[config.mk]
export PLATFORM = sky130hd
export DESIGN_NAME = srt_cell
export DESIGN_NICKNAME = d
export VERILOG_FILES = /design/src/hdl/srt_pkg.sv /design/src/hdl/srt_cell.sv
export SDC_FILE = /design/constraint.sdc
export NUM_CORES = 1
export LEC_CHECK = 0
export BUFFER_PORTS_ARGS = -buffer_cell sky130_fd_sc_hd__buf_2
export CAP_MARGIN = 10
export CORE_AREA = 10 10 465 467
export CTS_BUF_LIST = sky130_fd_sc_hd__clkbuf_4
export CTS_CLUSTER_SIZE = 8
export DETAILED_ROUTE_END_ITERATION = 12
export DIE_AREA = 0 0 475 477
export SYNTH_ARGS = -nofsm -noshare
export SYNTH_HDL_FRONTEND = slang
export SYNTH_SLANG_ARGS = --single-unit
[constraint.sdc]
create_clock -name clk -period 12.05 [get_ports clk]
set_input_delay 1.205 -clock clk [delete_from_list [all_inputs] [get_ports clk]]
set_output_delay 1.205 -clock clk [all_outputs]
set_load 0.02 [all_outputs]
[src/hdl/srt_pkg.sv]
// types, constants and helper functions of the sorted record table
package srt_pkg;

    localparam int TABLE_DEPTH = 64;
    localparam int NAME_BYTES  = 25;
    localparam int NAME_WORDS  = 4;
    localparam int WORD_W      = 56;
    localparam int KEY_W       = 32;
    localparam int NAME_W      = NAME_WORDS * WORD_W;
    localparam int NAME_SLOTS  = NAME_W / 8;
    localparam int CNT_W       = $clog2(TABLE_DEPTH + 1);
    localparam int GROUP_SIZE  = 8;
    localparam int NUM_GROUPS  = (TABLE_DEPTH + GROUP_SIZE - 1) / GROUP_SIZE;

    // request opcodes
    localparam logic [1:0] OP_INSERT = 2'd0;
    localparam logic [1:0] OP_SEARCH = 2'd1;
    localparam logic [1:0] OP_UPDATE = 2'd2;

    // response status codes
    localparam logic [1:0] STATUS_DONE      = 2'd0;
    localparam logic [1:0] STATUS_NOT_FOUND = 2'd1;
    localparam logic [1:0] STATUS_FULL      = 2'd2;

    typedef struct packed {
        logic signed [KEY_W-1:0] key;
        logic signed [KEY_W-1:0] qty;
        logic [NAME_W-1:0]       name;
    } record_t;

    typedef struct packed {
        logic [1:0] op;
        record_t    rec;
    } req_t;

    // command broadcast to every cell of the row
    typedef struct packed {
        logic                    ins_en;
        logic                    upd_en;
        logic signed [KEY_W-1:0] key;
        logic signed [KEY_W-1:0] qty;
        record_t                 new_rec;
    } cell_cmd_t;

    typedef struct packed {
        logic [1:0]              status;
        logic signed [KEY_W-1:0] found_number;
        logic signed [KEY_W-1:0] found_quantity;
        logic [NAME_W-1:0]       name;
    } result_t;

    // zero every name byte from the first zero byte or the length limit on
    function automatic logic [NAME_W-1:0] clean_name(input logic [NAME_W-1:0] raw);
        logic [NAME_W-1:0] clean;
        logic              ended;
        clean = '0;
        ended = 1'b0;
        for (int b = 0; b < NAME_SLOTS; b++) begin
            if (b >= NAME_BYTES || raw[b*8 +: 8] == 8'd0) begin
                ended = 1'b1;
            end
            if (!ended) begin
                clean[b*8 +: 8] = raw[b*8 +: 8];
            end
        end
        return clean;
    endfunction

endpackage

[src/hdl/srt_cell.sv]
// one record slot of the sorted row: compare, shift right on insert, quantity update
module srt_cell import srt_pkg::*;
(
    input  logic      clk,
    input  cell_cmd_t cmd,
    input  logic      occupied,
    input  logic      left_take,
    input  logic      left_hit,
    input  record_t   left_rec,
    output record_t   rec,
    output logic      take,
    output logic      hit,
    output logic      first,
    output record_t   sel_rec
);

    record_t rec_reg;
    record_t rec_next;

    // slot at or after the insert point: free, or key not below the new one
    assign take  = !occupied || (rec_reg.key >= cmd.key);
    assign hit   = occupied && (rec_reg.key == cmd.key);
    // keys are sorted, so matches are contiguous and the first has no matching left
    assign first = hit && !left_hit;

    assign rec     = rec_reg;
    assign sel_rec = first ? rec_reg : '0;

    // next slot contents
    always_comb
    begin
        rec_next = rec_reg;
        if (cmd.ins_en) begin
            if (left_take) begin
                rec_next = left_rec;
            end
            else if (take) begin
                rec_next = cmd.new_rec;
            end
        end
        else if (cmd.upd_en && first) begin
            rec_next.qty = cmd.qty;
        end
    end

    always_ff @(posedge clk)
    begin
        rec_reg <= rec_next;
    end

endmodule

==> metrics.yaml <==
run_status: "complete, no violations"
die_height_um: 477
core-area_um2: 206000
max-cap-violations: 0
tritoncts: "built"
htree_levels: 3
placement.io_buffers: 1224
vdd_drop_max_uv: 71.8
synth.ff_latch_count: 288
drcViolationCount: 0
synth.yosys.warnings: 0
post_cts_resized: 0
drt_iter0_drc: 1121
power.density_cell_area_nw_per_um2: 123
drtAntennaViolNets: 0
wire_length_of_the_first_global_routing_pass_um: 223000
clkLatencyLatePin_ns: 1.09
finalSetupViolations: 0
via_per_inst: 3.14
slew_headroom: 0.247
worst_path_arrival_ns: 5.45
drt-met1-wl_um: 68800
std_cell_rows: 167
drtPass1Iterations: 5
reg2reg_from: "rec[276]"
antenna_found_initial: 206
crit_required_ns: 10.85
cts_hold_repair.buffers: 0
max_ffs_per_register: 288
timing.critical_path.to_type: "output port"
top_layer: "met5"
pin_count_of_the_biggest_net_entering_global_routing: 118
p_leak_nw: 11.6
setup.worst_path.start_class: "flop"
postSynthCellCount: 1127
maxClockFrequency_mhz: 150
synth.cell_area_um2: 15200
setup_repair_after_global_routing_missed_its_margin: "false"
routed-wl-met3_um: 29000
area_delta_synth_final_pct: 70.9
clock_sink_count: 288
final.min_clock_period_ns: 6.65
synth.net_count: 1805
hold_start: "cmd[193]"
dp_hpwl_um: 169000
worst-slew-pin-transition_ns: 1.13
whs_endpoint: "rec[193]"
layout-drive-gt1-share: 0.667
detail_route.wirelength_um: 188000
fin_nets: 3073
place.gp.congestion: 0.977
worst_r2r_path_depth: 8
timing.final.hold_violations: 0
worst_hold_path.num_cells: 2
final.setup_skew_ns: 0.0796
vias: 16400
start_util: 0.0735
io-pin-count: 1225
cts_max_path_buffers: 3
report.final.slew_viol_count: 0
drt-wirelength-per-cell_um: 36.0
criticalPathCategory: "flop to output port"
ys_types: 34
floorplan.die_area_um2: 227000
r2r-end: "rec[225]"
yosysSeqAreaShare: 0.570
timing.hold.ws_ns: 0.417
rrSetupSlack_ns: 6.81
cts_root_buf: "sky130_fd_sc_hd__clkbuf_4"
syn_area_per_cell_um2: 13.5
fp.dieW_um: 475
finalSetupTns_ns: 0
first_global_vias: 17200
timing.final.crit_share: 0.552
cts_post_setup_buffers_inserted: 0
globalRoute.totalOverflow: 0
worst_setup_hold_path_clk_slew_ns: 0.07
cts-buffers-inserted: 101
critPathMaxFanout: 102
hp-class: "input pin to flop"
detailroute.wirelength.met2_um: 83900
grtUsageTotal: 0.158
==> cells by family after synthesis <==
group	count (synthesis)	share of synthesized area
AOI/OAI and AO/OA	62	0.0233
adders and majority gates	32	0.0264
buffers and inverters	105	0.0287
DFF	288	0.570
muxes	288	0.211
and+or+nand+nor	352	0.140
==> report_power, final <==
| part | switching (mW) | internal, mW |
|---|---|---|
| logic | 0.392 | 0.215 |
| clock network | 0.598 | 0.612 |
| registers | 0.142 | 1.22 |
==> layer usage <==
metal / track usage / vias up
met4: 0.0415 / 86
met3: 0.103 / 440
met5: 0 / -
li1: - / 6724
met2: 0.254 / 1362
met1: 0.171 / 7795
==> Yosys cell counts <==
| master | count | area, um^2 |
|---|---|---|
| sky130_fd_sc_hd__a2111o_1 | 1 | 11.3 |
| sky130_fd_sc_hd__o211ai_1 | 1 | 7.51 |
| sky130_fd_sc_hd__nand2b_1 | 1 | 6.26 |
| sky130_fd_sc_hd__mux2_2 | 256 | 2880 |
| sky130_fd_sc_hd__nand2_1 | 7 | 26.3 |
| sky130_fd_sc_hd__a31o_2 | 2 | 17.5 |
| sky130_fd_sc_hd__ha_1 | 32 | 400 |
| sky130_fd_sc_hd__buf_2 | 24 | 120 |
| sky130_fd_sc_hd__mux2i_1 | 32 | 320 |
| sky130_fd_sc_hd__edfxtp_1 | 288 | 8650 |
| sky130_fd_sc_hd__nor4_2 | 1 | 12.5 |
| sky130_fd_sc_hd__nor3_1 | 1 | 5.00 |
| sky130_fd_sc_hd__or3_1 | 1 | 6.26 |
| sky130_fd_sc_hd__a211oi_1 | 1 | 7.51 |
| sky130_fd_sc_hd__o21ai_0 | 5 | 25.0 |
| sky130_fd_sc_hd__o31a_1 | 1 | 8.76 |
| sky130_fd_sc_hd__clkbuf_1 | 31 | 116 |
| sky130_fd_sc_hd__nand4_2 | 1 | 12.5 |
| sky130_fd_sc_hd__and2_1 | 287 | 1800 |
| sky130_fd_sc_hd__nor4_4 | 1 | 21.3 |
| sky130_fd_sc_hd__o211a_1 | 1 | 10.0 |
| sky130_fd_sc_hd__nor2_1 | 35 | 131 |
| sky130_fd_sc_hd__a21oi_1 | 46 | 230 |
| sky130_fd_sc_hd__nand3_1 | 3 | 15.0 |
| sky130_fd_sc_hd__a21o_1 | 1 | 7.51 |
| sky130_fd_sc_hd__inv_1 | 35 | 131 |
| sky130_fd_sc_hd__nor3_4 | 1 | 16.3 |
| sky130_fd_sc_hd__a2111oi_0 | 2 | 17.5 |
| sky130_fd_sc_hd__buf_1 | 12 | 45.0 |
| sky130_fd_sc_hd__nand4_1 | 10 | 62.6 |
| sky130_fd_sc_hd__a221o_1 | 1 | 10.0 |
| sky130_fd_sc_hd__nor4_1 | 2 | 12.5 |
| sky130_fd_sc_hd__nor2b_1 | 1 | 6.26 |
| sky130_fd_sc_hd__buf_4 | 3 | 22.5 |
==> placed cells by master, fill, tap and decap left out, types with 2 or more instances in the layout <==
| cell | netlist | routed |
|---|---|---|
| sky130_fd_sc_hd__inv_1 | 35 | 35 |
| sky130_fd_sc_hd__diode_2 | 0 | 53 |
| sky130_fd_sc_hd__a21oi_1 | 46 | 46 |
| sky130_fd_sc_hd__nand4_1 | 10 | 10 |
| sky130_fd_sc_hd__buf_4 | 3 | 9 |
| sky130_fd_sc_hd__bufinv_16 | 0 | 5 |
| sky130_fd_sc_hd__mux2_2 | 256 | 256 |
| sky130_fd_sc_hd__and2_1 | 287 | 287 |
| sky130_fd_sc_hd__nor2_1 | 35 | 35 |
| sky130_fd_sc_hd__o21ai_0 | 5 | 5 |
| sky130_fd_sc_hd__clkinv_2 | 0 | 6 |
| sky130_fd_sc_hd__buf_2 | 24 | 1223 |
| sky130_fd_sc_hd__edfxtp_1 | 288 | 288 |
| sky130_fd_sc_hd__clkinv_1 | 0 | 26 |
| sky130_fd_sc_hd__a2111oi_0 | 2 | 2 |
| sky130_fd_sc_hd__ha_1 | 32 | 32 |
| sky130_fd_sc_hd__mux2i_1 | 32 | 32 |
| sky130_fd_sc_hd__nor4_1 | 2 | 2 |
| sky130_fd_sc_hd__a31o_2 | 2 | 2 |
| sky130_fd_sc_hd__nand3_1 | 3 | 3 |
| sky130_fd_sc_hd__nand2_1 | 7 | 7 |
| sky130_fd_sc_hd__clkbuf_4 | 0 | 132 |
| sky130_fd_sc_hd__buf_12 | 0 | 2 |
==> per-stage QoR <==
step / worst slack (ns) / instance area (um^2) / instances / util / power [mW]
floorplan: 3.32 / 15200 / 1127 / - / 1.54
global placement: 5.93 / 24500 / 4996 / 0.119 / 2.01
detailed placement: 5.78 / 24500 / 4996 / 0.119 / 2.01
CTS: 5.18 / 25800 / 5168 / 0.125 / 3.30
global route: 4.99 / 25800 / 5184 / 0.125 / 3.36
finish: 5.40 / 25900 / 5221 / 0.126 / 3.18
==> worst max-delay path by stage <==
stage	startpoint	to	slack [ns]
floorplan	cmd[351]	rec[224]	3.32
global placement	cmd[331]	sel_rec[119]	5.93
detailed placement	cmd[331]	sel_rec[119]	5.78
CTS	rec[278]	sel_rec[119]	5.18
global route	rec[287]	sel_rec[119]	4.99
finish	rec[276]	sel_rec[119]	5.40
==> layout make-up <==
type	instances	area, um^2
fillers	23700	181000
flip-flops and latches	288	8650
repair buffers	1235	6240
multi-input cells	734	6090
well taps	2704	3380
clock buffers	132	991
clock inverters	40	298
diodes	53	133
inverters	35	131
==> critical path: stages, from the launching register on <==
cell and delay [ns]:
sky130_fd_sc_hd__edfxtp_1 0.65, sky130_fd_sc_hd__ha_1 0.40, sky130_fd_sc_hd__nand4_1 0.34, sky130_fd_sc_hd__nor4_4 0.37, sky130_fd_sc_hd__nand2_1 0.20, sky130_fd_sc_hd__nor3_4 0.28, sky130_fd_sc_hd__buf_4 0.65, sky130_fd_sc_hd__buf_4 0.79
sky130_fd_sc_hd__and2_1 0.24, sky130_fd_sc_hd__buf_2 0.18
Note: power is estimated with default switching activity, not from simulation.
